<file path="src/rtl/spcr_pkg.sv">
// Shared types, constants and helpers for the sphere pair collision core.
// No dependencies; every other file in rtl/ imports this package.
`default_nettype none

package spcr_pkg;

    localparam int FRAC_BITS_DEF = 16;
    localparam logic [30:0] CONTACT_DIST_RST = 31'd131203;

    // shared divider: widest dividend is depth * |d|, widest divisor is m1 + m2
    localparam int DIV_NUM_W = 62;
    localparam int DIV_DEN_W = 33;

    // scaled dot product and impulse weights
    localparam int S_W = 37;
    localparam int W_W = 39;

    localparam logic [1:0] LAST_AXIS = 2'd2;

    typedef enum logic [1:0] {
        ST_NO_CONTACT = 2'd0,
        ST_RESOLVED   = 2'd1,
        ST_COINCIDENT = 2'd2
    } t_status;

    typedef enum logic [3:0] {
        OP_NONE,
        OP_LOAD,
        OP_CAPTURE,
        OP_SQ,
        OP_SQRT_INIT,
        OP_SQRT_STEP,
        OP_PREP,
        OP_DIV_START,
        OP_DIV_STORE,
        OP_DOT,
        OP_SCALE,
        OP_W1,
        OP_W2,
        OP_VEL1,
        OP_VEL2,
        OP_OUT
    } t_op;

    typedef enum logic [2:0] {
        JOB_N0,
        JOB_N1,
        JOB_N2,
        JOB_P0,
        JOB_P1,
        JOB_P2,
        JOB_R1,
        JOB_R2
    } t_job;

    typedef enum logic [3:0] {
        S_IDLE,
        S_CHECK,
        S_SQ,
        S_CMP,
        S_SQRT,
        S_PREP,
        S_DIV_GO,
        S_DIV_WAIT,
        S_DOT,
        S_SCALE,
        S_W1,
        S_W2,
        S_VEL1,
        S_VEL2,
        S_OUT
    } t_state;

    typedef struct packed {
        logic [2:0][31:0] pos;
        logic [2:0][31:0] vel;
        logic [31:0]      mass;
    } t_body;

    typedef struct packed {
        t_status          status;
        logic [2:0][31:0] pos1;
        logic [2:0][31:0] vel1;
        logic [2:0][31:0] vel2;
    } t_result;

    typedef struct packed {
        t_op        op;
        logic [1:0] idx;
        t_job       job;
        t_status    status;
    } t_cmd;

    typedef struct packed {
        logic have_first;
        logic zero;
        logic far;
        logic sq_over;
        logic sqrt_last;
        logic div_done;
    } t_flags;

    function automatic logic [31:0] sat32(input logic signed [63:0] v);
        logic [31:0] res;
        if (v > 64'sd2147483647) begin
            res = 32'h7FFF_FFFF;
        end else if (v < -64'sd2147483648) begin
            res = 32'h8000_0000;
        end else begin
            res = v[31:0];
        end
        return res;
    endfunction

endpackage

`default_nettype wire

</file>
<file path="src/rtl/spcr_ctrl.sv">
// Sequencer for the collision core: walks the datapath through test, root,
// divisions and impulse. Depends on spcr_pkg.
`default_nettype none

module spcr_ctrl
    import spcr_pkg::*;
(
    input  wire logic   i_clk,
    input  wire logic   i_rst_n,
    input  wire logic   i_start,
    input  wire logic   i_command,
    input  wire t_flags i_flags,
    output logic        o_busy,
    output t_cmd        o_cmd
);

    t_state     r_state, n_state;
    logic [1:0] r_idx, n_idx;
    t_job       r_job, n_job;
    t_status    r_status, n_status;

    always_comb begin
        n_state  = r_state;
        n_idx    = r_idx;
        n_job    = r_job;
        n_status = r_status;
        case (r_state)
            S_IDLE: begin
                if (i_start && i_command && i_flags.have_first) begin
                    n_state = S_CHECK;
                end
            end
            S_CHECK: begin
                if (i_flags.zero) begin
                    n_status = ST_COINCIDENT;
                    n_state  = S_OUT;
                end else if (i_flags.far) begin
                    n_status = ST_NO_CONTACT;
                    n_state  = S_OUT;
                end else begin
                    n_idx   = '0;
                    n_state = S_SQ;
                end
            end
            S_SQ: begin
                if (r_idx == LAST_AXIS) begin
                    n_idx   = '0;
                    n_state = S_CMP;
                end else begin
                    n_idx = r_idx + 1'b1;
                end
            end
            S_CMP: begin
                if (i_flags.sq_over) begin
                    n_status = ST_NO_CONTACT;
                    n_state  = S_OUT;
                end else begin
                    n_state = S_SQRT;
                end
            end
            S_SQRT: begin
                if (i_flags.sqrt_last) begin
                    n_state = S_PREP;
                end
            end
            S_PREP: begin
                n_job   = JOB_N0;
                n_state = S_DIV_GO;
            end
            S_DIV_GO: begin
                n_state = S_DIV_WAIT;
            end
            S_DIV_WAIT: begin
                if (i_flags.div_done) begin
                    if (r_job == JOB_R2) begin
                        n_idx   = '0;
                        n_state = S_DOT;
                    end else begin
                        n_job   = t_job'(r_job + 3'd1);
                        n_state = S_DIV_GO;
                    end
                end
            end
            S_DOT: begin
                if (r_idx == LAST_AXIS) begin
                    n_idx   = '0;
                    n_state = S_SCALE;
                end else begin
                    n_idx = r_idx + 1'b1;
                end
            end
            S_SCALE: n_state = S_W1;
            S_W1:    n_state = S_W2;
            S_W2: begin
                n_idx   = '0;
                n_state = S_VEL1;
            end
            S_VEL1: begin
                if (r_idx == LAST_AXIS) begin
                    n_idx   = '0;
                    n_state = S_VEL2;
                end else begin
                    n_idx = r_idx + 1'b1;
                end
            end
            S_VEL2: begin
                if (r_idx == LAST_AXIS) begin
                    n_idx    = '0;
                    n_status = ST_RESOLVED;
                    n_state  = S_OUT;
                end else begin
                    n_idx = r_idx + 1'b1;
                end
            end
            S_OUT:   n_state = S_IDLE;
            default: n_state = S_IDLE;
        endcase
    end

    always_comb begin
        o_cmd.idx    = r_idx;
        o_cmd.job    = r_job;
        o_cmd.status = r_status;
        case (r_state)
            S_IDLE: begin
                if (i_start) begin
                    o_cmd.op = i_command ? OP_CAPTURE : OP_LOAD;
                end else begin
                    o_cmd.op = OP_NONE;
                end
            end
            S_SQ:       o_cmd.op = OP_SQ;
            S_CMP:      o_cmd.op = OP_SQRT_INIT;
            S_SQRT:     o_cmd.op = OP_SQRT_STEP;
            S_PREP:     o_cmd.op = OP_PREP;
            S_DIV_GO:   o_cmd.op = OP_DIV_START;
            S_DIV_WAIT: o_cmd.op = i_flags.div_done ? OP_DIV_STORE : OP_NONE;
            S_DOT:      o_cmd.op = OP_DOT;
            S_SCALE:    o_cmd.op = OP_SCALE;
            S_W1:       o_cmd.op = OP_W1;
            S_W2:       o_cmd.op = OP_W2;
            S_VEL1:     o_cmd.op = OP_VEL1;
            S_VEL2:     o_cmd.op = OP_VEL2;
            S_OUT:      o_cmd.op = OP_OUT;
            default:    o_cmd.op = OP_NONE;
        endcase
        o_busy = (r_state != S_IDLE);
    end

    always_ff @(posedge i_clk) begin
        if (!i_rst_n) begin
            r_state  <= S_IDLE;
            r_idx    <= '0;
            r_job    <= JOB_N0;
            r_status <= ST_NO_CONTACT;
        end else begin
            r_state  <= n_state;
            r_idx    <= n_idx;
            r_job    <= n_job;
            r_status <= n_status;
        end
    end

endmodule

`default_nettype wire

</file>
<file path="config.mk">
export PLATFORM = sky130hd
export DESIGN_NAME = spcr_ctrl
export DESIGN_NICKNAME = d
export VERILOG_FILES = /design/src/rtl/spcr_pkg.sv /design/src/rtl/spcr_ctrl.sv
export SDC_FILE = /design/constraint.sdc
export NUM_CORES = 1
export LEC_CHECK = 0
export ABC_AREA = 1
export ABC_CLOCK_PERIOD_IN_PS = 1620
export BUFFER_PORTS_ARGS = -buffer_cell sky130_fd_sc_hd__buf_4
export CAP_MARGIN = 30
export CORE_ASPECT_RATIO = 1.1
export CORE_MARGIN = 2
export CORE_UTILIZATION = 40
export CTS_CLUSTER_DIAMETER = 200
export CTS_CLUSTER_SIZE = 14
export DETAILED_ROUTE_END_ITERATION = 7
export GPL_ROUTABILITY_DRIVEN = 0
export RECOVER_POWER = 100
export SLEW_MARGIN = 40
export SYNTH_ARGS = -nofsm -noshare
export SYNTH_HDL_FRONTEND = slang
export SYNTH_SLANG_ARGS = --single-unit
</file>
<file path="constraint.sdc">
create_clock -name i_clk -period 1.62 [get_ports i_clk]
set_input_delay 0.324 -clock i_clk [delete_from_list [all_inputs] [get_ports i_clk]]
set_output_delay 0.324 -clock i_clk [all_outputs]
set_load 0.02 [all_outputs]
</file>
==> results_dict.tcl, run 1 <==
set metrics [dict create \
    outcome "finished, violations left" \
    violations "negative setup slack" \
    wire_per_inst_um 12.4 \
    critPathBufInv 2 \
    root_buffer "clkbuf_4" \
    relSlewSlack 0.794 \
    synth_edf_count 0 \
    crit_path_top_delay_cell "dfxtp_4" \
    grt_max_degree 9 \
    area_growth_pct 48.8 \
    vias_per_cell 5.28 \
    critPathCaptureType "primary output" \
    leakage_uw 0.000620 \
    ys.flop_type "dfxtp_1" \
    fill_cells 195 \
    htreeDepth 1 \
    ys_seq_area_frac 0.255 \
    cts_sinks 11 \
    num_io_pins 22 \
    first_pass_iters 4 \
    required_ns 1.30 \
    crit_path_frequent_cell "nor2_2" \
    grt_pass1_wl_um 4300 \
    hold_class "input pin to flop" \
    num_vias 1108 \
    drcViolationCount 0 \
    synth_seq_cells 11 \
    rsz0062_at_grt "true" \
    setup_violations 2 \
    drtIter0Drc 41 \
    yosysWarnings 0 \
    setup_tns_ns -0.0327 \
    n_antenna_cell 0 \
    syn_area_um2 865 \
    worst_slack_ns -0.0271 \
    syn_nets 156 \
    max_freq_ghz 0.607 \
    hold_ws_ns 0.304 \
    period_minus_slack_ns 1.65 \
    num_rows 17 \
    globalRouteOverflowTotal 0 \
    hold_viol_final 0 \
    synthCells 144 \
    ys_types 22 \
    drv_cap 0 \
    cts_tree "built" \
    critPathArrivalTime_ns 1.32 \
    nets 195 \
    path_clk_slew_ns 0.07 \
    clkLatencyLatePin_ns 0.27 \
    track_usage 0.213 \
    p_per_area_nw_per_um2 1760 \
    antenna_found_initial 0 \
    fin_skew_ns 0.00331 \
    die_area_um2 2550 \
    numCtsBuffers 3 \
    die_w_um 48.3 \
    fin_crit_sh 1.02 \
    coreArea_um2 2020 \
    avgSynthCellArea_um2 6.00 \
    cp_cell_sequence "inv_6 > nand2_2 > nor2_2 > nor2_2 > a21oi_2 > buf_4" \
    critPathLaunchType "flop" \
    numPortBuffers 21 \
    tightest_slew_ns 0.309 \
    dpl.hpwl_um 1870 \
    drive_gt1_frac 0.407 \
    path_class "flop to primary output" \
    routed_wl_um 2600 \
    critPathTopFamily "flip-flops" \
    finalMaxSlewViolations 0 \
    grt_pass1_vias 1036 \
    cp_max_fo 6 \
    start_util 0.428 \
    detail-route-antenna-nets 0 \
    die-height_um 52.8 \
    clockBufferDepth 2 \
    slowest_delay_ns 0.39 \
    postSynth.asyncResetShare 0 \
    vdd_drop_max_uv 1360 \
]
## what timing repair did
item	in CTS	in global routing
gates resized for setup	25	19
hold endpoints to repair	0	0
buffers inserted	7	4
pin swaps	4	8
setup endpoints to repair	4	5
hold buffers	0	0
## layout by cell type (no fill, tap or decap), types with 3 or more instances in the layout
master,Yosys,final
inv_2,4,4
buf_4,3,28
nand3_2,1,3
dfxtp_4,0,4
inv_1,17,14
nand2_2,3,8
nor2_4,0,4
nor2_2,7,6
nor2_1,14,11
nand3_1,22,20
clkbuf_4,0,3
a21oi_1,14,12
dfxtp_1,11,7
nand2_1,32,25
clkbuf_1,0,8
## layer usage
| metal | up-vias | GRT usage | part of all wire |
|---|---|---|---|
| met2 | 47 | 0.375 | 0.48 |
| met5 | - | 0 | 0 |
| li1 | 552 | - | - |
| met1 | 500 | 0.241 | 0.43 |
| met3 | 9 | 0.0543 | 0.065 |
| met4 | 0 | 0.110 | 0.025 |
## registers in the layout, summed over array words and instances, names as in the netlist
register / flops
r_state: 4
r_job: 3
r_idx: 2
r_status: 2
## layout make-up
cell class	count	area [um^2]	area share
clock buffers	4	26.3	0.0204
inverters	21	88.8	0.0691
repair buffers	37	263	0.204
flip-flops and latches	11	235	0.183
well taps	28	35.0	0.0272
multi-input cells	109	638	0.496
## Yosys cell counts (3+ instances only)
| library cell | number | area, um^2 |
|---|---|---|
| nand2_1 | 32 | 120 |
| nand3_1 | 22 | 110 |
| inv_1 | 17 | 63.8 |
| a21oi_1 | 14 | 70.1 |
| nor2_1 | 14 | 52.6 |
| dfxtp_1 | 11 | 220 |
| nor2_2 | 7 | 43.8 |
| inv_2 | 4 | 15.0 |
| buf_4 | 3 | 22.5 |
| nand2_2 | 3 | 18.8 |
| nor3_1 | 3 | 15.0 |
## final timing paths
path / startpoint / endpoint / slack, ns / cells after the start
worst max-delay path: r_state[3] / o_cmd[9] / -0.03 / 6
worst max register to register: r_state[1] / r_state[1] / 0.12 / 9
worst min register to register: r_status[0] / r_status[0] / 0.46 / 2
worst min-delay path: i_rst_n / r_idx[0] / 0.30 / 3
## tightest hold or removal path, stage by stage
cell,delay [ns]
buf_4,0.10
nand2_1,0.05
nor2_1,0.07
## where the power goes
part           switching (uW)  internal (uW)
Combinational             907            640
Clock                     100           95.5
Sequential                153            363
Total                    1160           1100
## through the flow
step / power (uW) / area [um^2] / worst slack, ns / util / instances
floorplan: 1320 / 865 / 0.0119 / - / 144
global placement: 1690 / 1070 / 0.112 / 0.531 / 195
detailed placement: 1680 / 1070 / 0.103 / 0.531 / 195
CTS: 2060 / 1220 / 0.00409 / 0.603 / 206
global route: 2430 / 1290 / -0.0851 / 0.637 / 210
finish: 2260 / 1290 / -0.0271 / 0.637 / 210
## logic make-up (layout without fill, tap and decap cells)
logic type,after synthesis,count (layout),share of synthesized area
buffers and inverters,24,62,0.117
AOI/OAI and AO/OA,22,22,0.149
adders and majority gates,2,2,0.0289
DFF,11,11,0.255
and+or+nand+nor,85,85,0.450
Power figures use the tool's default switching activity.
==> run 2: changes to the inputs <==
CORE_UTILIZATION = 45   (was 40)
PLACE_DENSITY = 0.69   (was not set)
==> run 2 against run 1 <==
  * The flow still finishes with violations (negative setup slack)
  * Flip-flop and latch count unchanged
  * Final area up 5.2%
  * Global-route usage up 4.7 points
  * Largest cell class unchanged
  * Highest routed layer unchanged
==> results_dict.tcl, run 2 (synthesis gave the netlist of run 1 again) <==
set metrics [dict create \
    outcome "finished, violations left" \
    violations "negative setup slack" \
    critPathCaptureType "primary output" \
    critPathArrivalTime_ns 1.35 \
    setup_tns_ns -0.138 \
    leakage_uw 0.000661 \
    path_clk_slew_ns 0.07 \
    hold_class "input pin to flop" \
    nets 199 \
    cts_hold_buf 0 \
    cts_sinks 11 \
    rsz0062_at_grt "true" \
    area_growth_pct 56.4 \
    start_util 0.480 \
    hold_viol_final 0 \
    clkLatencyLatePin_ns 0.28 \
    timing.hold.worst_path_depth 3 \
    reg2reg_from "r_state[2]" \
    num_io_pins 22 \
    largest_reg_flops 4 \
    dp.cells 184 \
    top_regs "r_state (4), r_job (3)" \
    grt_pass1_wl_um 4410 \
    vdd_drop_max_uv 1270 \
    num_vias 1186 \
    die_w_um 45.8 \
    cts_tree "built" \
    setup_violations 3 \
    cp_max_fo 6 \
    vias_per_cell 5.81 \
    detail-route-antenna-nets 0 \
    num_rows 16 \
    coreArea_um2 1800 \
    period_minus_slack_ns 1.68 \
    max_freq_ghz 0.596 \
    first_pass_iters 5 \
    clockBufferDepth 2 \
    routed_wl_um 3180 \
    finalMaxSlewViolations 0 \
    instances_no_fill 204 \
    htreeDepth 1 \
    final_cell_mix "buf_4 (31), nand2_1 (24), nand3_1 (20)" \
    die_area_um2 2290 \
    fin_skew_ns 0.00232 \
    drtIter0Drc 18 \
    fin_crit_sh 1.04 \
    rrSetupSlack_ns 0.04 \
    drv_cap 0 \
    min_to "r_idx[1]" \
    reg2reg_to "r_state[3]" \
    tightest_slew_ns 0.313 \
    drcViolationCount 0 \
    dpl.hpwl_um 1750 \
    numPortBuffers 21 \
    final_core_util 0.751 \
    grt_max_degree 10 \
    path_class "flop to primary output" \
    n_antenna_cell 0 \
    grt_pass1_vias 1066 \
    pre_cts_slack_ns 0.0401 \
    root_buffer "clkbuf_4" \
    worst_slack_ns -0.0572 \
    final_common_cell "buf_4" \
    required_ns 1.30 \
    antenna_found_initial 0 \
    r2r_cells 10 \
    p_per_area_nw_per_um2 1790 \
    die-height_um 50.0 \
    track_usage 0.260 \
    relSlewSlack 0.791 \
    globalRouteOverflowTotal 0 \
    holdCritStartpoint "i_rst_n" \
    critPathLaunchType "flop" \
    numCtsBuffers 3 \
    largest-register "r_state" \
    drive_gt1_frac 0.435 \
    wire_per_inst_um 15.6 \
]
[run 2: cell count changes in the layout (fill, tap and decap cells not counted), sizes merged]
cell | before | now
buf | 30 | 34
[run 2: final cells by class]
class | count | area [um^2]
inverters | 21 | 93.8
clock buffers | 4 | 26.3
well taps | 18 | 22.5
multi-input cells | 109 | 682
fillers | 140 | 449
repair buffers | 41 | 293
flip-flops and latches | 11 | 235
[run 2: stage by stage]
stage	total power [uW]	area (um^2)	hold WS, ns
final	2430	1350	0.301
after global routing	2570	1350	0.311
after CTS	2130	1240	0.305
after detailed placement	1660	1050	0.441
after global placement	1650	1050	0.439
after floorplan	1320	865	0.445
[run 2: metal layers]
layer,up-vias,track usage,share of wire
li1,559,-,-
met1,547,0.300,0.39
met2,63,0.420,0.50
met3,17,0.0586,0.071
met4,0,0.157,0.042
met5,-,0,0
[run 2: worst max-delay path: stages, from the launching register on]
cell	delay, ns
dfxtp_4	0.46
inv_6	0.06
nor2_2	0.15
nor3_2	0.06
o21ai_1	0.08
o211ai_1	0.10
buf_4	0.16
[run 2: what timing repair did]
item | CTS | global route
pin swaps | 9 | 11
gates resized for setup | 31 | 23
endpoints found under the setup margin | 4 | 8
setup buffers | 10 | 6
endpoints found under the hold margin | 0 | 0
[run 2: worst max-delay path by stage]
stage / end / start / cells after the start
floorplan: o_cmd[8] / r_state[2] / 4
global placement: o_cmd[10] / r_state[2] / 5
detailed placement: r_job[2] / r_state[2] / 9
CTS: o_cmd[10] / r_state[2] / 5
global route: o_cmd[8] / r_state[3] / 6
finish: o_cmd[8] / r_state[3] / 6
[run 2: power by group]
part / total (uW) / switching, uW / internal [uW]
Clock: 191 / 95.2 / 95.7
Sequential: 540 / 177 / 363
Combinational: 1700 / 999 / 698
==> run 3: changes to the inputs <==
TNS_END_PERCENT = 50   (was not set)
==> run 3 against run 2 <==
  * The flow still finishes with violations (negative setup slack)
  * Hold slack lost 0.0018 ns
  * Wire length shrank 3.5%
  * First-iteration DRC count grew to 2.5 times the previous value
  * Die area is the same
  * Total power shrank 0.50%
  * Maximum frequency grew 0.44%
  * Critical path type unchanged
  * Highest routed layer unchanged
==> results_dict.tcl, run 3 (synthesis gave the netlist of run 1 again) <==
set metrics [dict create \
    path_class "flop to primary output" \
    rrSetupSlack_ns 0.03 \
    antenna_found_initial 0 \
    switchingPower_uw 1260 \
    outcome "finished, violations left" \
    drv_cap 0 \
    grt_pass1_vias 1066 \
    path_clk_slew_ns 0.07 \
    area_growth_pct 53.1 \
    drcViolationCount 0 \
    globalRouteOverflowTotal 0 \
    finalInstanceArea_um2 1320 \
    drtIter0Drc 45 \
    htreeDepth 1 \
    finalMaxSlewViolations 0 \
    cp_num_cells 6 \
    clockBufferDepth 2 \
    coreArea_um2 1800 \
    final_common_cell "buf_4" \
    rsz0062_at_grt "true" \
    clkPwrFrac 0.079 \
    period_minus_slack_ns 1.67 \
    n_antenna_cell 0 \
    grt_max_degree 10 \
    numPortBuffers 21 \
    worst_slack_ns -0.0499 \
    critPathBufInv 2 \
    placed_cell_area_um2 1050 \
    p_int_uw 1160 \
    required_ns 1.30 \
    num_io_pins 22 \
    die_area_um2 2290 \
    die-height_um 50.0 \
    reg2reg_to "r_state[3]" \
    routed_wl_um 3070 \
    largest_reg_flops 4 \
    vdd_drop_max_uv 1220 \
    critPathCaptureType "primary output" \
    nets 198 \
    tightest_slew_ns 0.302 \
    cts_tree "built" \
    numCtsBuffers 3 \
    drive_gt1_frac 0.416 \
    fin_skew_ns 0.000760 \
    die_w_um 45.8 \
    use_met2 0.420 \
    critPathArrivalTime_ns 1.35 \
    hold_class "input pin to flop" \
    leakage_uw 0.000655 \
    relSlewSlack 0.798 \
    num_rows 16 \
    met3_usage 0.0586 \
    cts_sinks 11 \
    root_buffer "clkbuf_4" \
    track_usage 0.260 \
    grtUsageMet1 0.300 \
    largest-register "r_state" \
    wire_per_inst_um 15.1 \
    slowest_delay_ns 0.45 \
    vias_per_cell 5.85 \
    hold_viol_final 0 \
    switching_share 0.522 \
    critical_path.endpoint "o_cmd[8]" \
    fin_crit_sh 1.03 \
    clkLatencyLatePin_ns 0.27 \
    seqPwrFrac 0.223 \
    num_vias 1188 \
    p_per_area_nw_per_um2 1820 \
    setup_violations 3 \
    setup_tns_ns -0.114 \
    grt_pass1_wl_um 4410 \
    reg2reg_from "r_state[2]" \
    cp_max_fo 6 \
    final_core_util 0.735 \
    cp_cell_sequence "inv_6 > nor2_2 > nor3_2 > o21ai_1 > o211ai_1 > buf_4" \
    top_regs "r_state (4), r_job (3)" \
    max_freq_ghz 0.599 \
    combinationalPowerShare 0.699 \
    critPathTopFamily "flip-flops" \
    detail-route-antenna-nets 0 \
    r2r_cells 10 \
    start_util 0.480 \
    dpl.hpwl_um 1750 \
    grt_busiest_layer "met2" \
    critPathLaunch "r_state[3]" \
    first_pass_iters 4 \
    violations "negative setup slack" \
    cts_hold_buf 0 \
    critPathLaunchType "flop" \
    final_cell_mix "buf_4 (30), nand2_1 (24), nand3_1 (20)" \
    crit_path_top_delay_cell "dfxtp_4" \
]
-- run 3: changes by cell type in the layout (fill, tap and decap cells not counted) --
cell	delta
nor3_1	+1
inv_2	+1
inv_4	-1
ha_2	-1
nor3_2	-1
o21ai_2	+1
ha_1	+1
buf_4	-1
o21ai_4	-1
a21oi_2	-1
a21oi_1	+1
-- run 3: worst min-delay path by stage --
stage,end,cells after the start,from,slack [ns]
floorplan,r_idx[0],2,i_rst_n,0.44
CTS,r_idx[1],3,i_rst_n,0.30
global route,r_idx[1],3,i_rst_n,0.31
global placement,r_status[0],2,r_status[0],0.44
finish,r_idx[1],3,i_rst_n,0.30
detailed placement,r_status[0],2,r_status[0],0.44
-- run 3: layout make-up --
cell class	count	area [um^2]
Clock buffer	4	26.3
Tap cell	18	22.5
Fill cell	136	478
Multi-Input combinational cell	109	663
Timing Repair Buffer	40	285
Sequential cell	11	235
Inverter	21	91.3
-- run 3: per-layer routing --
| metal | part of all wire | routed length, um | vias to the layer above |
|---|---|---|---|
| met2 | 0.50 | 1540 | 66 |
| met5 | 0 | 0 | - |
| met3 | 0.073 | 225 | 13 |
| met1 | 0.39 | 1200 | 555 |
| li1 | - | - | 554 |
| met4 | 0.034 | 104 | 0 |
-- run 3: power by group through the flow --
| stage | sequential, uW | combinational, uW | clock [uW] |
|---|---|---|---|
| 2_1_floorplan | 421 | 897 | 0 |
| 3_3_place_gp | 447 | 1210 | 0 |
| 3_5_place_dp | 450 | 1210 | 0 |
| 4_1_cts | 497 | 1440 | 194 |
| 5_1_grt | 542 | 1810 | 213 |
| 6_report | 537 | 1690 | 190 |
-- run 3: what timing repair did --
| action | CTS | global route |
|---|---|---|
| setup endpoints to repair | 4 | 8 |
| setup buffers | 10 | 5 |
| resized for setup | 31 | 18 |
| pin swaps | 9 | 10 |
-- run 3: stage by stage --
step | setup WS (ns) | hold WS [ns] | total power, uW | cells
after global placement | 0.0783 | 0.439 | 1650 | 184
after CTS | -0.00128 | 0.305 | 2130 | 198
after detailed placement | 0.0401 | 0.441 | 1660 | 184
after floorplan | 0.0119 | 0.445 | 1320 | 144
after global routing | -0.113 | 0.310 | 2560 | 203
final | -0.0499 | 0.300 | 2420 | 203
-- run 3: worst min-delay path: stages --
cell	delay, ns
buf_4	0.10
nand2_1	0.05
nor2_1	0.07
